**config.mk**
```make
export PLATFORM = sky130hd
export DESIGN_NAME = srap_ctrl
export DESIGN_NICKNAME = d
export VERILOG_FILES = /design/src/hw/rtl/srap_pkg.sv /design/src/hw/rtl/srap_ctrl.sv
export VERILOG_INCLUDE_DIRS = /design/src /design/src/hw/rtl
export SDC_FILE = /design/constraint.sdc
export NUM_CORES = 1
export LEC_CHECK = 0
export BUFFER_PORTS_ARGS = -buffer_cell sky130_fd_sc_hd__clkbuf_2
export CAP_MARGIN = 25
export CORE_MARGIN = 5
export CORE_UTILIZATION = 45
export DETAILED_ROUTE_END_ITERATION = 10
export GPL_ROUTABILITY_DRIVEN = 0
export HOLD_SLACK_MARGIN = 0.1
export PLACE_DENSITY_LB_ADDON = 0.2
export SYNTH_ARGS = -nofsm -noshare
export SYNTH_HDL_FRONTEND = slang
export SYNTH_SLANG_ARGS = --single-unit
```
**constraint.sdc**
```tcl
create_clock -name clk -period 4 [get_ports clk]
set_clock_uncertainty 0.15 [all_clocks]
set_input_delay 0.4 -clock clk [delete_from_list [all_inputs] [get_ports clk]]
set_output_delay 0.4 -clock clk [all_outputs]
set_load 0.03 [all_outputs]
```
**src/hw/rtl/storm_rain_alert_predictor_unit_defines.svh**
```systemverilog
// Assertion helpers shared by the RTL. Both sample on clk and are
// disabled while rst_n is low.
`ifndef STORM_RAIN_ALERT_PREDICTOR_UNIT_DEFINES_SVH
`define STORM_RAIN_ALERT_PREDICTOR_UNIT_DEFINES_SVH

// Same-cycle implication
`define SRAP_ASSERT_IMP(lbl, ante, cons) \
    lbl: assert property (@(posedge clk) disable iff (!rst_n) (ante) |-> (cons)) \
        else $error("srap assertion failed");

// Next-cycle implication
`define SRAP_ASSERT_NXT(lbl, ante, cons) \
    lbl: assert property (@(posedge clk) disable iff (!rst_n) (ante) |=> (cons)) \
        else $error("srap assertion failed");

`endif

```
**src/hw/rtl/srap_pkg.sv**
```systemverilog
package srap_pkg;

    // Register indexes
    localparam logic [3:0] REG_STORM_W   = 4'd0;
    localparam logic [3:0] REG_RAIN_W    = 4'd1;
    localparam logic [3:0] REG_STORM_THR = 4'd2;
    localparam logic [3:0] REG_RAIN_THR  = 4'd3;
    localparam logic [3:0] REG_RECOVERY  = 4'd4;
    localparam logic [3:0] REG_BOUNDS    = 4'd5;
    localparam logic [3:0] REG_SPAN      = 4'd6;
    localparam logic [3:0] REG_LIMITS    = 4'd7;

    // Score jobs, run in this order
    localparam logic [1:0] JOB_LEVEL = 2'd0;
    localparam logic [1:0] JOB_RATE  = 2'd1;
    localparam logic [1:0] JOB_HUM   = 2'd2;
    localparam logic [1:0] JOB_TEMP  = 2'd3;

    // ceil(2^29 / 75): exact floor division by 75 for numerators below 2^22
    localparam logic [22:0] RECIP_75 = 23'd7158279;

    typedef enum logic [6:0] {
        ST_IDLE     = 7'b0000001,
        ST_DIV_GO   = 7'b0000010,
        ST_DIV_WAIT = 7'b0000100,
        ST_TEND     = 7'b0001000,
        ST_MAC      = 7'b0010000,
        ST_CONF     = 7'b0100000,
        ST_DONE     = 7'b1000000
    } state_t;

    typedef struct packed {
        logic       capture;
        logic       div_start;
        logic [1:0] job;
        logic       div_store;
        logic       tend;
        logic       mac_clear;
        logic       mac_en;
        logic [2:0] mac_idx;
        logic       conf;
        logic       commit;
    } cmd_t;

    typedef struct packed {
        logic div_done;
        logic out_free;
    } sts_t;

    typedef struct packed {
        logic        flag;
        logic [14:0] base;
        logic [14:0] trough;
        logic [31:0] eta;
    } alert_t;

    // Seconds to arrival from the pressure tendency
    function automatic logic [31:0] arrival_secs(input logic signed [12:0] rate);
        logic [31:0] s;
        if (rate >= 13'sd0)
            s = 32'd86400;
        else if (rate <= -13'sd200)
            s = 32'd7200;
        else if (rate <= -13'sd100)
            s = 32'd14400;
        else if (rate <= -13'sd50)
            s = 32'd28800;
        else
            s = 32'd57600;
        return s;
    endfunction

    // Tendency bin in Q1.15
    function automatic logic [15:0] tendency_bin(input logic signed [12:0] rate);
        logic [15:0] b;
        if (rate < -13'sd300)
            b = 16'd32768;
        else if (rate < -13'sd150)
            b = 16'd24576;
        else if (rate < -13'sd50)
            b = 16'd16384;
        else if (rate < 13'sd0)
            b = 16'd8192;
        else if (rate < 13'sd50)
            b = 16'd3277;
        else
            b = 16'd0;
        return b;
    endfunction

endpackage

```
**src/hw/rtl/srap_ctrl.sv**
```systemverilog
`include "storm_rain_alert_predictor_unit_defines.svh"

module srap_ctrl
    import srap_pkg::*;
(
    input  logic clk,
    input  logic rst_n,
    input  logic in_valid,
    output logic in_ready,
    input  sts_t sts,
    output cmd_t cmd
);

    state_t     state_reg, state_next;
    logic [1:0] job_reg, job_next;
    logic [2:0] mac_reg, mac_next;

    always_ff @(posedge clk or negedge rst_n)
    begin
        if (!rst_n)
        begin
            state_reg <= ST_IDLE;
            job_reg   <= JOB_LEVEL;
            mac_reg   <= '0;
        end
        else
        begin
            state_reg <= state_next;
            job_reg   <= job_next;
            mac_reg   <= mac_next;
        end
    end

    // Sequencer: level division, three trend scores, tendency scale, eight MACs,
    // percent, commit
    always_comb
    begin
        state_next = state_reg;
        job_next   = job_reg;
        mac_next   = mac_reg;
        cmd        = '0;
        cmd.job    = job_reg;
        cmd.mac_idx = mac_reg;
        case (state_reg)
            ST_IDLE:
            begin
                if (in_valid)
                begin
                    cmd.capture = 1'b1;
                    job_next    = JOB_LEVEL;
                    state_next  = ST_DIV_GO;
                end
            end
            ST_DIV_GO:
            begin
                if (job_reg == JOB_LEVEL)
                begin
                    cmd.div_start = 1'b1;
                    state_next    = ST_DIV_WAIT;
                end
                else
                begin
                    // trend scores come from the reciprocal multiply, with no divider run
                    cmd.div_store = 1'b1;
                    if (job_reg == JOB_TEMP)
                        state_next = ST_TEND;
                    else
                        job_next = job_reg + 2'd1;
                end
            end
            ST_DIV_WAIT:
            begin
                if (sts.div_done)
                begin
                    cmd.div_store = 1'b1;
                    job_next      = JOB_RATE;
                    state_next    = ST_DIV_GO;
                end
            end
            ST_TEND:
            begin
                cmd.tend      = 1'b1;
                cmd.mac_clear = 1'b1;
                mac_next      = '0;
                state_next    = ST_MAC;
            end
            ST_MAC:
            begin
                cmd.mac_en = 1'b1;
                mac_next   = mac_reg + 3'd1;
                if (mac_reg == 3'd7)
                    state_next = ST_CONF;
            end
            ST_CONF:
            begin
                cmd.conf   = 1'b1;
                state_next = ST_DONE;
            end
            ST_DONE:
            begin
                if (sts.out_free)
                begin
                    cmd.commit = 1'b1;
                    state_next = ST_IDLE;
                end
            end
            default:
            begin
                state_next = ST_IDLE;
            end
        endcase
    end

    assign in_ready = (state_reg == ST_IDLE);

    `SRAP_ASSERT_NXT(a_accept_starts, in_valid && in_ready, state_reg == ST_DIV_GO)
    `SRAP_ASSERT_NXT(a_mac_to_conf, (state_reg == ST_MAC) && (mac_reg == 3'd7),
                     state_reg == ST_CONF)
    `SRAP_ASSERT_IMP(a_commit_free, cmd.commit, sts.out_free)

endmodule

```
# After elaboration in Yosys (flattened, before gate mapping)
# Index checks and enable logic that the tools add are counted.
word_totals:
  ff_bits: 12
  in_bits: 5
  output_inout_bits: 14
  wordCells: 51
classes:
  add_sub_neg: 2
  n_eq_ne: 16
  n_mux: 25
  reduce_logical: 5
op_table:
  columns: ["operator", "count"]
  rows:
  - ["7-bit one-hot mux with 7 select lines", 1]
  - ["7-bit two-way mux", 6]
  - ["2-bit != test, second input constant", 6]
  - ["1-bit two-way mux", 10]
  - ["2-bit two-way mux", 5]
  - ["5-bit AND reduction", 2]
  - ["7-bit by 1-bit == test with 1-bit output, second input constant", 1]
  - ["7-bit by 2-bit == test with 1-bit output, second input constant", 1]
  - ["7-bit by 3-bit == test with 1-bit output, second input constant", 1]
  - ["7-bit by 4-bit == test with 1-bit output, second input constant", 1]
  - ["7-bit by 5-bit == test with 1-bit output, second input constant", 1]
  - ["7-bit by 6-bit == test with 1-bit output, second input constant", 1]
  - ["7-bit == test, second input constant", 1]
  - ["2-bit one-hot mux with 3 select lines", 1]
  - ["3-bit one-hot mux with 2 select lines", 1]
  - ["3-bit by 1-bit adder with 3-bit output, second input constant", 1]
  - ["3-bit == test, second input constant", 1]
  - ["3-bit != test, second input constant", 1]
  - ["3-bit nonzero test", 1]
  - ["2-bit by 1-bit adder with 2-bit output, second input constant", 1]
  - ["2-bit == test, second input constant", 1]
  - ["2-bit logical NOT", 1]
  - ["1-bit one-hot mux with 2 select lines", 1]
  - ["2-bit nonzero test", 1]

# Logic depth before layout (Yosys ltp)
logic_depth:
  ltp_word: 4
  depth_mapped: 6
  depth_no_buf: 6

# Worst setup path after synthesis
# OpenSTA, ideal clock, no wires.
synth_timing:
  path_type: "register to output"
  from: "reg state_reg[2]"
  to: "out cmd[0] (netlist name)"
  t_arrival_ps: 1902
  required_time_ps: 3450
  setup_slack_ps: 1548
  stages_incl_launch_ff: 5
  path_buffers: 1
  path_cell_list: "dfrtp_1 > buf_4 > nor4_2 > nand2b_1 > nor4_1"
synth_rtl:
  columns: ["element", "line_no", "text"]
  rows:
  - ["from (decl)", "srap_ctrl.sv:14", "state_t state_reg, state_next;"]
  - ["from (signal assigned)", "srap_ctrl.sv:28", "state_reg <= state_next;"]
  - ["to (decl)", "srap_ctrl.sv:11", "output cmd_t cmd"]

==> impl.org <==
** Clocking
- TritonCTS built the clock tree.
- Clock buffer count from CTS :: 3
- Clock net sink count :: 12
- The clock passes through at most 2 buffers.
- After clock tree synthesis, the setup repair step added 0 buffers.
- The number of gates resized after CTS was 0.
- At the later pin of the worst-skew pair, clock insertion delay measures between 0.2 and 0.3 ns.
- CTS built an H-tree with a depth of 1.
- Number of hold buffers added after cts :: 1
- Reg clk slew, reported paths :: around 0.080 ns
- In this run the clock root is driven by a clkbuf_4.

** Synthesis
- Synth cell types :: 39
- Number of nets produced by synthesis :: around 110
- The synthesized design contains 12 register bits.
- Of all cell types, the one taking the most synthesized area is dfrtp_1.
- Area share of the largest cell type after synthesis :: 31.2%
- Yosys printed 0 warnings.
- Gate count after technology mapping :: 99
- Register area share after synthesis :: 34.2%
- The synthesized netlist occupies a cell area of 882 um2.
- Average cell area after synthesis :: slightly below 9 um2
- Dominant cells by area after synthesis :: dfrtp_1 (31%), ha_1 (5.7%), a21oi_1 (4.0%)

** Timing
- The max-slew violation total from the final report came to 0.
- Setup repair after global routing left no endpoint under its margin.
- Relative max-transition margin :: between 60% and 70%
- At the pin with the least slew margin, the transition time is between 0.5 and 0.6 ns.
- Smallest hold slack :: around 0.16 ns
- The count of endpoints failing hold in the final timing report was 0.
- Final Setup Violations :: 0
- Minimum clock period :: around 2.5 ns
- In the final timing run, aggregate negative setup slack is 0 ns.
- Final Cycle Share :: between 60% and 70%
- Based on the critical path, the design can be clocked at up to 397 MHz.

** Cells and area
- After the last flow step, the layout net total stands at roughly 130.
- The area growth from synthesis to layout is 13.0%.
- The repair_antennas step left the layout with diodes totalling 0.
- Area taken by flip-flops and latches :: about 300 um2
- The layout has between 150 and 200 filler cells.
- Number of flip-flops in the largest register :: 7
- Leaving out fill and tap cells, the most frequent cell in the layout is clkbuf_2.
- Leaving out fill and tap cells, the most frequent cells in the layout are clkbuf_2 (18), dfrtp_1 (11), nand2_1 (8).
- Cells with a size suffix above 1 make up a little over a quarter of the layout.
- Multi-input logic area :: slightly below 500 um2
- Fraction of the core area covered by cells at the end of the flow :: just over 50%

** Route
- Number of search-and-repair iterations in the first detailed-routing pass :: 4
- In the final routed layout, each cell accounts on average for approximately 13 um.
- Wires add up to between 1.5 and 2 mm.
- Remaining antenna violation count :: 0
- In the routed design, unresolved DRC markers number 0.
- In the routed layout, each cell is associated on average with a via count of 5.47.
- DRT iter0 DRCs :: 18
- Count of vias placed by the detailed router :: about 800

** Global route
- Global-route congestion overflow total :: 0
- GRT Overall Usage :: 15.6%
- Number of antenna violations at the first check in global routing :: 0
- The first global-routing pass estimated between 3 and 4 mm of wire.
- Via count of the first global-routing pass :: 740
- Maximum number of pins on one net before global-route repair :: 17

** Floorplan
- In this run the standard cell core region covers approximately 1900 um2.
- 19 I/O pins were placed.
- The die is 54.3 um wide.
- Starting density of the core :: 45.9%
- Overall die height :: about 54 um
- The floorplan step defined a die boundary enclosing between 2000 and 3000 um2.
- After floorplanning, the core was divided into 16 placement rows.

** Flow run
- Max-cap violations in this run came to 0.

** Critical path
- Data on the critical path is required at its endpoint by 3.45 ns.
- Critical-path cell list :: or4_4 -> nor4_4 -> nand2_1 -> inv_1 -> clkbuf_2
- The kind of cell with the highest combined delay along the critical path is simple AND/OR/NAND/NOR gates.
- The worst setup path is of the flip-flop to primary output kind.
- Slowest cell on the critical path :: or4_4
- Data arrives at the worst endpoint at between 1.5 and 2 ns.
- In this run the worst path has a maximum fanout of 8.
- STA classifies the critical path startpoint as a flip-flop.
- STA classifies the critical path endpoint as a primary output.
- Together, buffers and inverters on the worst path number 2.
- Maximum cell stage delay along the critical path :: 0.63 ns

** Placed design
- Count of buffers from port buffering :: 18
- The wire-length estimate of the detail-placed layout is ~1.4 mm.

** Pwr
- For this design the ratio of total power to cell area is roughly 660 nW/um2.
- Leakage component of the power :: around 0.47 nW
- Across the VDD grid, the largest voltage drop is approximately 400 uV.

** Hold path
- The tightest min-delay check is of the input port to flip-flop type.

** Status
- The run finished with clean final reports.
## report_power, final
group | internal, W | switching, W | total, W | leakage, nW
registers | 0.000150 | 0.0000727 | 0.000223 | 0.162
clock network | 0.0000554 | 0.0000449 | 0.000100 | 0.0210
logic | 0.000138 | 0.000198 | 0.000336 | 0.292
total | 0.000344 | 0.000316 | 0.000659 | 0.475
## logic make-up after synthesis
family	after synthesis	share of synthesized area (%)
flip-flops	12	34.2
multiplexers	2	2.41
AO/OA/AOI/OAI	20	14.8
AND/OR/NAND/NOR	43	31.5
buffers and inverters	17	10.5
adder cells (fa/ha/maj)	4	5.67
XOR/XNOR	1	0.993
## stage by stage
step / worst slack [ns] / power [W] / instance area (um2) / cells
6_report: 1.48 / 0.000659 / 997 / 142
4_1_cts: 1.46 / 0.000664 / 997 / 142
3_3_place_gp: 1.83 / 0.000557 / 951 / 137
5_1_grt: 1.35 / 0.000711 / 997 / 142
2_1_floorplan: 1.55 / 0.000499 / 882 / 99
3_5_place_dp: 1.78 / 0.000560 / 951 / 137
## cells in the mapped netlist
| library cell | instances |
|---|---|
| o211ai_1 | 1 |
| nand3_1 | 3 |
| xor2_1 | 1 |
| nor4_4 | 1 |
| and2_1 | 1 |
| dfrtp_1 | 11 |
| o32ai_1 | 2 |
| or4_4 | 1 |
| nand4_1 | 1 |
| a21oi_1 | 7 |
| ha_1 | 4 |
| nor3_4 | 1 |
| buf_6 | 2 |
| inv_2 | 3 |
| nand2_1 | 8 |
| o22ai_1 | 1 |
| o2bb2ai_1 | 2 |
| nor3_1 | 4 |
| o22a_1 | 1 |
| nand4b_1 | 1 |
| nor4_1 | 2 |
| o21ai_1 | 1 |
| and3_1 | 1 |
| mux2_1 | 1 |
| nor4b_1 | 1 |
| nand2b_1 | 4 |
| nor4_2 | 1 |
| buf_4 | 3 |
| o21ai_0 | 3 |
| or4b_1 | 1 |
| nor2_1 | 6 |
| o221ai_1 | 1 |
| mux2i_1 | 1 |
| buf_2 | 2 |
| inv_1 | 7 |
| a311oi_1 | 1 |
| nor3b_1 | 3 |
| dfstp_2 | 1 |
| nand3b_1 | 3 |
## layout make-up
| cell class | instances | area share (%) |
|---|---|---|
| timing repair buffer | 19 | 10.0 |
| tap | 27 | 3.39 |
| multi-input combinational | 70 | 48.9 |
| inverter | 10 | 3.76 |
| clock buffer | 4 | 3.64 |
| sequential | 12 | 30.2 |
## final timing paths
path                         startpoint            to  slack, ns  cells after the start
max                        state_reg[5]       cmd[11]       1.48                      5
min reg2reg                  mac_reg[0]    mac_reg[0]       0.38                      1
min in group asynchronous         rst_n  state_reg[3]       0.39                      2
max in group asynchronous         rst_n  state_reg[0]       3.03                      2
min                            in_valid  state_reg[0]       0.16                      2
max reg2reg                  job_reg[0]    job_reg[0]       2.07                      6
## layer usage
layer  vias up  global-route usage [%]  share of wire [%]
li1        392                       -                  -
met5         -                       0                  0
met3         0                    2.18                5.2
met4         0                    6.64                  0
met2        22                    25.3                 50
met1       363                    20.5                 45
Note: power is estimated with default switching activity, not from simulation.
