## src/hw/rtl/storm_rain_alert_predictor_unit_defines.svh

```systemverilog
// Assertion helpers shared by the RTL. Both sample on clk and are
// disabled while rst_n is low.
`ifndef STORM_RAIN_ALERT_PREDICTOR_UNIT_DEFINES_SVH
`define STORM_RAIN_ALERT_PREDICTOR_UNIT_DEFINES_SVH

// Same-cycle implication
`define SRAP_ASSERT_IMP(lbl, ante, cons) \
    lbl: assert property (@(posedge clk) disable iff (!rst_n) (ante) |-> (cons)) \
        else $error("srap assertion failed");

// Next-cycle implication
`define SRAP_ASSERT_NXT(lbl, ante, cons) \
    lbl: assert property (@(posedge clk) disable iff (!rst_n) (ante) |=> (cons)) \
        else $error("srap assertion failed");

`endif

```

## src/hw/rtl/srap_pkg.sv

```systemverilog
package srap_pkg;

    // Register indexes
    localparam logic [3:0] REG_STORM_W   = 4'd0;
    localparam logic [3:0] REG_RAIN_W    = 4'd1;
    localparam logic [3:0] REG_STORM_THR = 4'd2;
    localparam logic [3:0] REG_RAIN_THR  = 4'd3;
    localparam logic [3:0] REG_RECOVERY  = 4'd4;
    localparam logic [3:0] REG_BOUNDS    = 4'd5;
    localparam logic [3:0] REG_SPAN      = 4'd6;
    localparam logic [3:0] REG_LIMITS    = 4'd7;

    // Score jobs, run in this order
    localparam logic [1:0] JOB_LEVEL = 2'd0;
    localparam logic [1:0] JOB_RATE  = 2'd1;
    localparam logic [1:0] JOB_HUM   = 2'd2;
    localparam logic [1:0] JOB_TEMP  = 2'd3;

    // ceil(2^29 / 75): exact floor division by 75 for numerators below 2^22
    localparam logic [22:0] RECIP_75 = 23'd7158279;

    typedef enum logic [6:0] {
        ST_IDLE     = 7'b0000001,
        ST_DIV_GO   = 7'b0000010,
        ST_DIV_WAIT = 7'b0000100,
        ST_TEND     = 7'b0001000,
        ST_MAC      = 7'b0010000,
        ST_CONF     = 7'b0100000,
        ST_DONE     = 7'b1000000
    } state_t;

    typedef struct packed {
        logic       capture;
        logic       div_start;
        logic [1:0] job;
        logic       div_store;
        logic       tend;
        logic       mac_clear;
        logic       mac_en;
        logic [2:0] mac_idx;
        logic       conf;
        logic       commit;
    } cmd_t;

    typedef struct packed {
        logic div_done;
        logic out_free;
    } sts_t;

    typedef struct packed {
        logic        flag;
        logic [14:0] base;
        logic [14:0] trough;
        logic [31:0] eta;
    } alert_t;

    // Seconds to arrival from the pressure tendency
    function automatic logic [31:0] arrival_secs(input logic signed [12:0] rate);
        logic [31:0] s;
        if (rate >= 13'sd0)
            s = 32'd86400;
        else if (rate <= -13'sd200)
            s = 32'd7200;
        else if (rate <= -13'sd100)
            s = 32'd14400;
        else if (rate <= -13'sd50)
            s = 32'd28800;
        else
            s = 32'd57600;
        return s;
    endfunction

    // Tendency bin in Q1.15
    function automatic logic [15:0] tendency_bin(input logic signed [12:0] rate);
        logic [15:0] b;
        if (rate < -13'sd300)
            b = 16'd32768;
        else if (rate < -13'sd150)
            b = 16'd24576;
        else if (rate < -13'sd50)
            b = 16'd16384;
        else if (rate < 13'sd0)
            b = 16'd8192;
        else if (rate < 13'sd50)
            b = 16'd3277;
        else
            b = 16'd0;
        return b;
    endfunction

endpackage

```

## src/hw/rtl/srap_div.sv

```systemverilog
module srap_div
    import srap_pkg::*;
(
    input  logic        clk,
    input  logic        rst_n,
    input  logic        start,
    input  logic [32:0] num,
    input  logic [11:0] den,
    output logic        done,
    output logic [32:0] quo
);

    logic        busy_reg;
    logic        done_reg;
    logic [5:0]  cnt_reg;
    logic [11:0] rem_reg;
    logic [32:0] sq_reg;
    logic [12:0] rem_shift;
    logic        ge;

    // One restoring step per cycle
    assign rem_shift = {rem_reg, sq_reg[32]};
    assign ge        = rem_shift >= {1'b0, den};

    always_ff @(posedge clk or negedge rst_n)
    begin
        if (!rst_n)
        begin
            busy_reg <= 1'b0;
            done_reg <= 1'b0;
            cnt_reg  <= '0;
        end
        else
        begin
            done_reg <= 1'b0;
            if (start)
            begin
                busy_reg <= 1'b1;
                cnt_reg  <= 6'd33;
            end
            else if (busy_reg)
            begin
                cnt_reg <= cnt_reg - 6'd1;
                if (cnt_reg == 6'd1)
                begin
                    busy_reg <= 1'b0;
                    done_reg <= 1'b1;
                end
            end
        end
    end

    // Shift the numerator through, quotient bits enter at the bottom
    always_ff @(posedge clk)
    begin
        if (start)
        begin
            rem_reg <= '0;
            sq_reg  <= num;
        end
        else if (busy_reg)
        begin
            rem_reg <= ge ? 12'(rem_shift - {1'b0, den}) : rem_shift[11:0];
            sq_reg  <= {sq_reg[31:0], ge};
        end
    end

    assign done = done_reg;
    assign quo  = sq_reg;

endmodule

```

## src/hw/rtl/srap_dp.sv

```systemverilog
module srap_dp
    import srap_pkg::*;
(
    input  logic               clk,
    input  logic               rst_n,
    input  cmd_t               cmd,
    output sts_t               sts,
    input  logic               cfg_valid,
    input  logic [3:0]         cfg_index,
    input  logic [31:0]        cfg_data,
    input  logic signed [12:0] pressure_rate,
    input  logic [14:0]        current_pressure,
    input  logic [14:0]        max_pressure,
    input  logic signed [14:0] humidity_trend,
    input  logic signed [14:0] temp_trend,
    input  logic [31:0]        now_time,
    output logic               out_valid,
    input  logic               out_ready,
    output logic [6:0]         storm_confidence,
    output logic [6:0]         rain_confidence,
    output logic               storm_active,
    output logic               rain_active,
    output logic [31:0]        storm_arrival,
    output logic [31:0]        rain_arrival
);

    // Configuration
    logic [31:0] storm_w_reg, rain_w_reg, bounds_reg;
    logic [15:0] storm_thr_reg, rain_thr_reg, limits_reg;
    logic [8:0]  recovery_reg;
    logic [10:0] span_reg;

    always_ff @(posedge clk or negedge rst_n)
    begin
        if (!rst_n)
        begin
            storm_w_reg   <= 32'h4040_4040;
            rain_w_reg    <= 32'h4040_4040;
            storm_thr_reg <= 16'd15400;
            rain_thr_reg  <= 16'd12830;
            recovery_reg  <= 9'd128;
            bounds_reg    <= 32'd655370200;
            span_reg      <= 11'd200;
            limits_reg    <= 16'd49280;
        end
        else if (cfg_valid)
        begin
            case (cfg_index)
                REG_STORM_W:   storm_w_reg   <= cfg_data;
                REG_RAIN_W:    rain_w_reg    <= cfg_data;
                REG_STORM_THR: storm_thr_reg <= cfg_data[15:0];
                REG_RAIN_THR:  rain_thr_reg  <= cfg_data[15:0];
                REG_RECOVERY:  recovery_reg  <= cfg_data[8:0];
                REG_BOUNDS:    bounds_reg    <= cfg_data;
                REG_SPAN:      span_reg      <= cfg_data[10:0];
                REG_LIMITS:    limits_reg    <= cfg_data[15:0];
                default:       ;
            endcase
        end
    end

    // Captured word; a missing reading falls back to the window maximum
    logic signed [12:0] rate_reg;
    logic [14:0]        cur_reg, maxp_reg;
    logic signed [14:0] hum_reg, tmp_reg;
    logic [31:0]        now_reg;

    always_ff @(posedge clk)
    begin
        if (cmd.capture)
        begin
            rate_reg <= pressure_rate;
            cur_reg  <= (current_pressure == 15'd0) ? max_pressure : current_pressure;
            maxp_reg <= max_pressure;
            hum_reg  <= humidity_trend;
            tmp_reg  <= temp_trend;
            now_reg  <= now_time;
        end
    end

    // Level ramp numerator
    logic [15:0]        lo, hi;
    logic [10:0]        span_eff;
    logic [16:0]        bst;
    logic [15:0]        dmp;
    logic               below, above;
    logic signed [17:0] bdiff;
    logic               bneg;
    logic [15:0]        dlo;
    logic [14:0]        dhi;
    logic signed [34:0] prod_lo;
    logic [32:0]        mag_lo;
    logic [31:0]        prod_hi;
    logic [32:0]        num_level;

    assign lo       = bounds_reg[31:16];
    assign hi       = bounds_reg[15:0];
    assign span_eff = (span_reg == 11'd0) ? 11'd1 : span_reg;
    assign bst      = {limits_reg[15:8], 9'b0};
    assign dmp      = {limits_reg[7:0], 8'b0};
    assign below    = (cur_reg != 15'd0) && ({1'b0, cur_reg} < lo);
    assign above    = (cur_reg != 15'd0) && !below && ({1'b0, cur_reg} > hi);
    assign bdiff    = $signed({1'b0, bst}) - 18'sd65536;
    assign bneg     = bdiff < 18'sd0;
    assign dlo      = lo - {1'b0, cur_reg};
    assign dhi      = cur_reg - hi[14:0];
    assign prod_lo  = $signed({1'b0, dlo}) * bdiff;
    assign mag_lo   = bneg ? 33'(-prod_lo) : prod_lo[32:0];
    assign prod_hi  = {17'b0, dhi} * (17'h10000 - {1'b0, dmp});
    assign num_level = below ? mag_lo : (above ? {1'b0, prod_hi} : 33'd0);

    // Trend score operand and its full-scale value
    logic signed [16:0] v_sel;
    logic signed [16:0] v_full;
    logic [34:0]        recip_prod;
    logic               div_done;
    logic [32:0]        quo;

    always_comb
    begin
        case (cmd.job)
            JOB_RATE: v_sel = 17'sd0 - {{4{rate_reg[12]}}, rate_reg};
            JOB_HUM:  v_sel = {{2{hum_reg[14]}}, hum_reg};
            JOB_TEMP: v_sel = 17'sd0 - {{2{tmp_reg[14]}}, tmp_reg};
            default:  v_sel = '0;
        endcase
        v_full = (cmd.job == JOB_HUM) ? 17'sd2400 : 17'sd600;
    end

    // v*32768/600 = v*4096/75 and v*32768/2400 = v*1024/75
    assign recip_prod = {23'b0, v_sel[11:0]} * {12'b0, RECIP_75};

    srap_div u_div (
        .clk   (clk),
        .rst_n (rst_n),
        .start (cmd.div_start),
        .num   (num_level),
        .den   ({1'b0, span_eff}),
        .done  (div_done),
        .quo   (quo)
    );

    // Level factor from the quotient, clamped to the boost/damp limits and floored for very deep ramps
    logic signed [34:0] f_raw, f_lim;
    logic signed [34:0] bst35, dmp35;
    logic [15:0]        score;

    always_comb
    begin
        bst35 = $signed({18'b0, bst});
        dmp35 = $signed({19'b0, dmp});
        if (below)
        begin
            f_raw = bneg ? 35'sd65536 - $signed({2'b0, quo})
                         : 35'sd65536 + $signed({2'b0, quo});
            f_lim = (f_raw > bst35) ? bst35 : f_raw;
        end
        else if (above)
        begin
            f_raw = 35'sd65536 - $signed({2'b0, quo});
            f_lim = (f_raw < dmp35) ? dmp35 : f_raw;
        end
        else
        begin
            f_raw = 35'sd65536;
            f_lim = f_raw;
        end
        if (f_lim < -35'sd2147483648)
            f_lim = -35'sd2147483648;
        if (v_sel <= 17'sd0)
            score = 16'd0;
        else if (v_sel >= v_full)
            score = 16'd32768;
        else if (cmd.job == JOB_HUM)
            score = recip_prod[34:19];
        else
            score = recip_prod[32:17];
    end

    logic signed [32:0] f_reg;
    logic [15:0]        sc0_reg, sc2_reg, sc3_reg;

    always_ff @(posedge clk)
    begin
        if (cmd.div_store)
        begin
            case (cmd.job)
                JOB_LEVEL: f_reg   <= f_lim[32:0];
                JOB_RATE:  sc0_reg <= score;
                JOB_HUM:   sc2_reg <= score;
                JOB_TEMP:  sc3_reg <= score;
                default:   ;
            endcase
        end
    end

    // Tendency score: bin times level factor, truncated toward zero
    logic signed [49:0] tprod, tadj;
    logic signed [33:0] zq;
    logic signed [27:0] sc1_reg;

    assign tprod = $signed({1'b0, tendency_bin(rate_reg)}) * f_reg;
    assign tadj  = (tprod < 50'sd0) ? tprod + 50'sd65535 : tprod;
    assign zq    = 34'(tadj >>> 16);

    always_ff @(posedge clk)
    begin
        if (cmd.tend)
        begin
            if (zq > 34'sd32768)
                sc1_reg <= 28'sd32768;
            else if (zq < -34'sd134217728)
                sc1_reg <= -28'sd134217728;
            else
                sc1_reg <= zq[27:0];
        end
    end

    // Weighted sums, one product a cycle
    logic [7:0]         w_sel;
    logic [31:0]        w_word;
    logic signed [27:0] sc_sel;
    logic signed [36:0] mprod;
    logic signed [37:0] acc_reg [2];

    always_comb
    begin
        w_word = cmd.mac_idx[2] ? rain_w_reg : storm_w_reg;
        case (cmd.mac_idx[1:0])
            2'd0:    begin w_sel = w_word[31:24]; sc_sel = $signed({12'b0, sc0_reg}); end
            2'd1:    begin w_sel = w_word[23:16]; sc_sel = sc1_reg; end
            2'd2:    begin w_sel = w_word[15:8];  sc_sel = $signed({12'b0, sc2_reg}); end
            default: begin w_sel = w_word[7:0];   sc_sel = $signed({12'b0, sc3_reg}); end
        endcase
    end

    assign mprod = $signed({1'b0, w_sel}) * sc_sel;

    always_ff @(posedge clk)
    begin
        if (cmd.mac_clear)
        begin
            acc_reg[0] <= '0;
            acc_reg[1] <= '0;
        end
        else if (cmd.mac_en)
        begin
            acc_reg[cmd.mac_idx[2]] <= acc_reg[cmd.mac_idx[2]] + 38'(mprod);
        end
    end

    // Percent with round half up, clamped to 0..100
    function automatic logic [6:0] to_percent(input logic signed [37:0] s);
        logic signed [45:0] n;
        logic [6:0]         p;
        n = 46'(s) * 46'sd100 + 46'sd4194304;
        if (n < 46'sd0)
            p = 7'd0;
        else if (n[45:23] > 23'd100)
            p = 7'd100;
        else
            p = n[29:23];
        return p;
    endfunction

    logic [6:0] sconf_reg, rconf_reg;

    always_ff @(posedge clk)
    begin
        if (cmd.conf)
        begin
            sconf_reg <= to_percent(acc_reg[0]);
            rconf_reg <= to_percent(acc_reg[1]);
        end
    end

    // Trigger/clear hysteresis with trough tracking
    function automatic alert_t alert_step(input alert_t st, input logic [6:0] conf,
                                          input logic [15:0] thr, input logic [14:0] cur,
                                          input logic [14:0] maxp, input logic [31:0] arr,
                                          input logic [8:0] rr);
        alert_t             nx;
        logic [14:0]        tr;
        logic signed [15:0] drop;
        logic signed [15:0] diff;
        logic signed [26:0] lhs;
        logic signed [26:0] rhs;
        logic               rec;
        nx   = st;
        tr   = ((cur != 15'd0) && (cur < st.trough)) ? cur : st.trough;
        drop = $signed({1'b0, st.base}) - $signed({1'b0, tr});
        diff = $signed({1'b0, cur}) - $signed({1'b0, tr});
        lhs  = $signed({{3{diff[15]}}, diff, 8'b0});
        rhs  = $signed({1'b0, rr}) * drop;
        rec  = (drop > 16'sd1) ? (lhs >= rhs) : (rr <= 9'd256);
        if (!st.flag)
        begin
            if ({1'b0, conf} >= thr[15:8])
            begin
                nx.flag   = 1'b1;
                nx.base   = maxp;
                nx.trough = cur;
                nx.eta    = arr;
            end
        end
        else
        begin
            nx.trough = tr;
            if (({1'b0, conf} < thr[7:0]) && rec)
                nx.flag = 1'b0;
            else
                nx.eta = arr;
        end
        return nx;
    endfunction

    alert_t      storm_reg, rain_reg, storm_next, rain_next;
    logic [31:0] arr;
    logic        out_valid_reg;

    assign arr        = now_reg + arrival_secs(rate_reg);
    assign storm_next = alert_step(storm_reg, sconf_reg, storm_thr_reg, cur_reg, maxp_reg,
                                   arr, recovery_reg);
    assign rain_next  = alert_step(rain_reg, rconf_reg, rain_thr_reg, cur_reg, maxp_reg,
                                   arr, recovery_reg);

    always_ff @(posedge clk or negedge rst_n)
    begin
        if (!rst_n)
        begin
            storm_reg     <= '0;
            rain_reg      <= '0;
            out_valid_reg <= 1'b0;
        end
        else
        begin
            if (cmd.commit)
            begin
                storm_reg     <= storm_next;
                rain_reg      <= rain_next;
                out_valid_reg <= 1'b1;
            end
            else if (out_ready)
            begin
                out_valid_reg <= 1'b0;
            end
        end
    end

    // Output word
    logic [6:0]  sconf_out_reg, rconf_out_reg;

    always_ff @(posedge clk)
    begin
        if (cmd.commit)
        begin
            sconf_out_reg <= sconf_reg;
            rconf_out_reg <= rconf_reg;
        end
    end

    assign out_valid        = out_valid_reg;
    assign storm_confidence = sconf_out_reg;
    assign rain_confidence  = rconf_out_reg;
    assign storm_active     = storm_reg.flag;
    assign rain_active      = rain_reg.flag;
    assign storm_arrival    = storm_reg.eta;
    assign rain_arrival     = rain_reg.eta;

    assign sts.div_done = div_done;
    assign sts.out_free = !out_valid_reg || out_ready;

endmodule

```

## config.mk

```make
export PLATFORM = sky130hd
export DESIGN_NAME = srap_dp
export DESIGN_NICKNAME = d
export VERILOG_FILES = /design/src/hw/rtl/storm_rain_alert_predictor_unit_defines.svh /design/src/hw/rtl/srap_pkg.sv /design/src/hw/rtl/srap_div.sv /design/src/hw/rtl/srap_dp.sv
export SDC_FILE = /design/constraint.sdc
export NUM_CORES = 2
export LEC_CHECK = 0
export BUFFER_PORTS_ARGS = -buffer_cell sky130_fd_sc_hd__buf_2
export CAP_MARGIN = 20
export CORE_UTILIZATION = 60
export CTS_CLUSTER_SIZE = 24
export DETAILED_ROUTE_END_ITERATION = 10
export PLACE_DENSITY = 0.89
export SLEW_MARGIN = 15
export SYNTH_ARGS = -nofsm -noshare
export SYNTH_HDL_FRONTEND = slang
export SYNTH_SLANG_ARGS = --single-unit
```

## constraint.sdc

```tcl
create_clock -name clk -period 12.3 [get_ports clk]
set_clock_uncertainty 0.15 [all_clocks]
set_input_delay 0 -clock clk [delete_from_list [all_inputs] [get_ports clk]]
set_output_delay 0 -clock clk [all_outputs]
set_load 0.01 [all_outputs]
```

* Yosys cells after proc, flatten, opt, wreduce, memory -nomap -nowiden
Memory sizes are Yosys's and may differ from the RTL's.
Index checks and enable logic that the tools add are counted.
** Operators by class
- Add/subtract/negate cells :: 20
- Multiply operators :: 9
- Order comparisons :: 36
- Equality and inequality tests :: 15
- Mux-type cells :: 66
- Bitwise logic cells :: 2
- Reductions and logical operators :: 42
** Operators with widths (number)
- 2-to-1 mux 35 bit :: 5
- 2-to-1 mux 33 bit :: 4
- 2-to-1 mux 32 bit :: 4
- 2-to-1 mux 63 bit :: 2
- 2-to-1 mux 16 bit :: 7
- 2-to-1 mux 47 bit :: 2
- adder 46 x 24 -> 46 bit, second input constant :: 2
- < comparator 46 x 1 -> 1 bit, second input constant :: 2
- multiplier 38 x 6 -> 44 bit, second input constant :: 2
- one-hot mux 28 bit (3 select lines) :: 1
- 2-to-1 mux 15 bit :: 5
- subtractor 15 x 15 -> 16 bit :: 4
- greater-or-equal comparator 24 x 26 -> 1 bit :: 2
- multiplier 10 x 16 -> 26 bit :: 2
- one-hot mux 17 bit (3 select lines) :: 1
- adder 50 x 17 -> 50 bit, second input constant :: 1
- < comparator 50 x 1 -> 1 bit, second input constant :: 1
- multiplier 17 x 33 -> 50 bit :: 1
- 2-to-1 mux 50 bit :: 1
- greater-than comparator 23 x 7 -> 1 bit, second input constant :: 2
- adder 38 x 37 -> 38 bit :: 1
- 2-to-1 mux 38 bit :: 1
- OR reduction 38 bit :: 1
- multiplier 9 x 28 -> 37 bit :: 1
- other kinds (68) :: 135
** Word-level totals
- Register bits :: 586
- Memory bits (writable) :: 76
- Input port bits :: 158
- Output and inout bits :: 83
- Logic and storage cells :: 231
- Memories kept :: 1
** Memories
- acc_reg :: words 2, width 38, read ports 3, clocked after memory_dff 0, wr ports 2, RTL line srap_dp.sv:224 : logic signed [37:0] acc_reg [2];

* Logic depth before layout (Yosys ltp)
- Word-level depth :: 11
- Depth in mapped cells :: 62

* Hierarchy
From an unflattened synthesis, not the netlist that was laid out.
** Second synthesis, totals
- Cell total of the unflattened synthesis :: 10124
- Area, all modules :: 95177.5 um^2
** By module, submodules not included
- srap_dp :: times used 1, cells each 9861, area each 92214.7 um^2
- srap_div :: times used 1, cells each 263, area each 2962.8 um^2

* Least setup slack after synthesis
Ideal clock, no wire load.
- Path kind :: register to register
- Start point :: reg cur_reg[1]
- End point :: reg storm_reg (netlist bit storm_arrival[23])
- Setup time :: 0.125 ns
- Arrival :: 12.602 ns
- Data required time :: 12.025 ns
- Setup slack :: -0.577 ns
- Cell stages (with the launch flop) :: 60
- Clock period less this slack :: 12.877 ns
- Cells stage by stage :: edfxtp_1 -> ha_1 -> a21o_1 -> a21o_1 -> a21o_1 -> a21o_1 -> a21o_1 -> a21o_1 -> a21o_1 -> a21o_1 -> a21oi_1 -> nor2b_1 -> o41ai_2 -> clkbuf_1 -> mux2i_1 -> ha_1 -> o21ai_0 -> a21boi_0 -> [24 not listed] -> o21ai_0 -> nand2b_1 -> a21oi_1 -> o21ai_0 -> a21oi_1 -> xnor2_1 -> ha_1 -> nand4_1 -> or2_2 -> nor3_1 -> a21oi_1 -> o21ai_0 -> mux2i_1 -> o21ai_0 -> mux2i_1 -> o221ai_1 -> clkbuf_1 -> mux2_2
** On the way
- Longest elaborated chain between the ends :: 10
- Elaborated cells between the ends (all ways) :: 13
- Those cells by class :: add/sub (2); mul (1); order compare (3); eq/ne (1); mux (2); reduce/logical (4)
** Ends and longest elaborated chain
- start, declared :: RTL line srap_dp.sv:64 : logic [14:0] cur_reg, maxp_reg;
- start signal, assigned :: RTL line srap_dp.sv:73 : cur_reg <= (current_pressure == 15'd0) ? max_pressure : current_pressure;
- < comparator 15 bit / nonzero test 15 bit (equally long branches) :: RTL line srap_dp.sv:290 : tr = ((cur != 15'd0) && (cur < st.trough)) ? cur : st.trough;
- logical AND 1 bit :: RTL line srap_dp.sv:290
- 2-to-1 mux 15 bit :: RTL line srap_dp.sv:290
- subtractor 15 x 15 -> 16 bit :: RTL line srap_dp.sv:291 : drop = $signed({1'b0, st.base}) - $signed({1'b0, tr});
- multiplier 10 x 16 -> 26 bit :: RTL line srap_dp.sv:294 : rhs = $signed({1'b0, rr}) * drop;
- greater-or-equal comparator 24 x 26 -> 1 bit :: RTL line srap_dp.sv:295 : rec = (drop > 16'sd1) ? (lhs >= rhs) : (rr <= 9'd256);
- 2-to-1 mux 1 bit (*) :: RTL line srap_dp.sv:295
- logical AND 1 bit (*) :: RTL line srap_dp.sv:309 : if (({1'b0, conf} < thr[7:0]) && rec)
- != test 2 bit (no source line) (*)
- AND reduction 3 bit (no source line) (*)
- end signal, assigned :: RTL line srap_dp.sv:339 : storm_reg <= storm_next;
- end, declared :: RTL line srap_dp.sv:317 : alert_t storm_reg, rain_reg, storm_next, rain_next;
Every way passes the cells marked *; elsewhere a longest branch is shown, timed or not.
A chain may end at the register's enable or synchronous reset.

* Final worst setup path
- Start point :: reg cur_reg[1]
- End point :: reg storm_reg (netlist bit storm_arrival[13])
The elaborated chain is that of the path after synthesis.

==> flow_summary.json <==
{
  "routed_wl_um": 265000,
  "worstPathArrival_ps": 12990,
  "fp.dieW_um": 399,
  "htree_levels": 3,
  "cts_tree": "yes",
  "grt_setup_unrepaired": "yes",
  "rows": 145,
  "path_clk_slew_ps": 70,
  "drive_gt1_share_pct": 11.5,
  "setup_ws_ps": -270,
  "outcome": "complete, but fails checks",
  "die_y_um": 399,
  "synth_warnings": 0,
  "grt_pass1_wl_um": 419000,
  "nFillCells": 10900,
  "grt_max_degree": 86,
  "dp_slack_ps": -493,
  "ys_seq_area_share_pct": 19.4,
  "cts_buffers": 75,
  "syn_area_um2": 94400,
  "coreArea_um2": 156000,
  "insertion_delay_ps": 700,
  "synthFlopType": "edfxtp_1",
  "gp_congestion": 0.985,
  "portBuffers": 240,
  "critical_path_class": "flip-flop to flip-flop",
  "vias": 76000,
  "area_growth_pct": 11.7,
  "crit_path_start_kind": "flip-flop",
  "layout.nets": 13000,
  "overflow": 0,
  "largest_register_ffs": 76,
  "violations": "negative setup slack",
  "die-area_um2": 159000,
  "hold_viol_final": 0,
  "worst_pin_slew_ps": 1150,
  "grt_usage_pct": 33.2,
  "ys_types": 111,
  "fin_crit_ps": 12570,
  "drtPass1Iterations": 9,
  "drc": 0,
  "worstSetupEndpointType": "flip-flop",
  "start_util_pct": 60.4,
  "setup_viol": 33,
  "setup-tns-final_ps": -7120,
  "first_global_vias": 79700,
  "cpMostUsedCell": "a21o_1",
  "async_flop_share_pct": 45.2,
  "max_stage_delay_ps": 540,
  "syn_inst": 10000,
  "antenna_found_initial": 14,
  "drt_first_iter_violations": 6887,
  "synth_edf_count": 351,
  "vias_per_cell": 5.99,
  "required_ps": 12720,
  "maxCapViolations": 0,
  "fin_crit_sh_pct": 102,
  "min_path_type": "input port to flip-flop",
  "slew_violations": 0,
  "wl_per_cell_um": 20.9,
  "syn_avg_cell_area_um2": 9.43,
  "ant_nets": 0,
  "clock-sinks": 662,
  "ys_ff_latch": 662,
  "cts_buffer_depth": 3,
  "dpl.hpwl_um": 200000,
  "cts_root_buffer": "clkbuf_16",
  "ios": 241,
  "synth_nets": 12500,
  "fmax_mhz": 79.6,
  "max-slew-margin-rel_pct": 23.1,
  "cp_max_fo": 16,
  "crit_slowest_cell": "fa_1"
}
## per-layer routing
metal / vias up / wire length (um) / GRT usage, % / part of all wire [%]
met3: 999 / 22300 / 6.54 / 8.4
met2: 3683 / 128000 / 56.3 / 48
met1: 37600 / 99500 / 40.2 / 38
met5: - / 68 / 0 / 0.026
met4: 10 / 15700 / 16.5 / 5.9
li1: 33800 / - / - / -
## logic make-up (layout without fill, tap and decap cells)
group                    Yosys count  after routing  synth area share, %
AO/OA/AOI/OAI                   1376           1376                 9.43
XOR/XNOR                         481            481                 4.46
adder cells (fa/ha/maj)         2297           2297                 39.2
buffers and inverters           2264           2880                 9.31
flip-flops                       662            662                 19.4
multiplexers                     351            351                 4.45
other                              0              5                    0
AND/OR/NAND/NOR                 2584           2584                 13.7
## per-stage QoR
stage / hold slack [ps] / std cells / utilization (%) / instance area, um^2
2_1_floorplan: -446 / 10000 / - / 94500
3_3_place_gp: -105 / 12200 / 63.1 / 98600
3_5_place_dp: -89.7 / 12200 / 63.1 / 98600
4_1_cts: 1.66 / 12600 / 66.8 / 104000
5_1_grt: 52.9 / 12700 / 67.5 / 105000
6_report: 58.0 / 12700 / 67.5 / 105000
## layout make-up
class                           instances  area [um^2]  share of cell area (%)
Antenna cell                            5         12.5                  0.0119
Clock buffer                          102         2120                    2.01
Clock inverter                         36          417                   0.395
Inverter                             1949         7320                    6.94
Multi-Input combinational cell       7089        68400                    64.9
Sequential cell                       662        18300                    17.4
Tap cell                             2058         2570                    2.44
Timing Repair Buffer                  793         6290                    5.97
## worst max-delay path: cells and delay by family, from the launching register on
kind / cells / cell delay [ps]
multiplexers: 4 / 1060
buffers and inverters: 11 / 1590
AO/OA/AOI/OAI: 23 / 3690
flip-flops: 1 / 400
adder cells (fa/ha/maj): 10 / 3840
AND/OR/NAND/NOR: 10 / 1350
XOR/XNOR: 2 / 320
## synthesized netlist by cell type (all sizes together), types with 41 or more instances
| cell type | number | area [um^2] |
|---|---|---|
| nor4 | 44 | 330 |
| or3 | 44 | 275 |
| dfstp | 41 | 1080 |
| dfrtp | 258 | 6460 |
| and3 | 55 | 344 |
| buf | 93 | 639 |
| a21o | 164 | 1230 |
| a211oi | 42 | 320 |
| nand4 | 73 | 457 |
| a21oi | 382 | 1920 |
| and2 | 373 | 2330 |
| o21bai | 42 | 315 |
| o21a | 59 | 443 |
| o21ai | 314 | 1580 |
| nand2b | 100 | 626 |
| nand3 | 127 | 636 |
| nor3 | 128 | 662 |
| xnor2 | 323 | 2830 |
| ha | 1188 | 14900 |
| clkbuf | 222 | 833 |
| nand2 | 701 | 2630 |
| mux2i | 92 | 921 |
| xor2 | 158 | 1380 |
| fa | 1108 | 22200 |
| mux2 | 227 | 2560 |
| nor2b | 188 | 1180 |
| nor2 | 609 | 2340 |
| a31oi | 48 | 300 |
| edfxtp | 351 | 10500 |
| inv | 1946 | 7300 |
## what timing repair did
action	CTS	global route
hold buffers	254	1
setup buffers	25	37
gates resized for setup	84	148
endpoints found under the setup margin	65	66
gates cloned	3	3
endpoints found under the hold margin	556	1
pin swaps	65	101
## worst paths after layout
check,from,to,slack (ps),cells after the start
hold / removal,current_pressure[4],cur_reg[4]$_DFFE_PP_,60,3
hold reg to reg,rconf_reg[0]$_SDFFCE_PP0P_,rain_confidence[0]$_DFFE_PP_,310,0
setup / recovery,cur_reg[1]$_DFFE_PP_,storm_arrival[13]$_DFFE_PN0P_,-270,60
max in group asynchronous,rst_n,bounds_reg[0]$_DFFE_PN0P_,10100,6
min in group asynchronous,rst_n,bounds_reg[29]$_DFFE_PN1P_,340,3
setup reg to reg,cur_reg[1]$_DFFE_PP_,storm_arrival[13]$_DFFE_PN0P_,-270,60
## layout by cell type (no fill, tap or decap), types with 43 or more instances in the layout
| master | instances |
|---|---|
| edfxtp_1 | 351 |
| nor3_1 | 116 |
| nand2_1 | 694 |
| a21o_1 | 164 |
| nor2b_1 | 185 |
| clkbuf_16 | 80 |
| nand4_1 | 73 |
| and3_1 | 55 |
| nand2b_1 | 97 |
| xor2_1 | 156 |
| ha_1 | 1162 |
| a21oi_1 | 353 |
| fa_1 | 1103 |
| o21ai_0 | 285 |
| and2_1 | 367 |
| a31oi_1 | 45 |
| mux2i_1 | 83 |
| nor2_1 | 576 |
| buf_2 | 239 |
| buf_4 | 271 |
| inv_1 | 1936 |
| or3_1 | 43 |
| xnor2_1 | 314 |
| o21a_1 | 59 |
| dlygate4sd3_1 | 254 |
| mux2_2 | 192 |
| nand3_1 | 127 |
| dfrtp_1 | 258 |
Power is left out: the tool's default activity adds up to more than one toggle a clock period on the data nets, which glitch-free logic cannot reach.
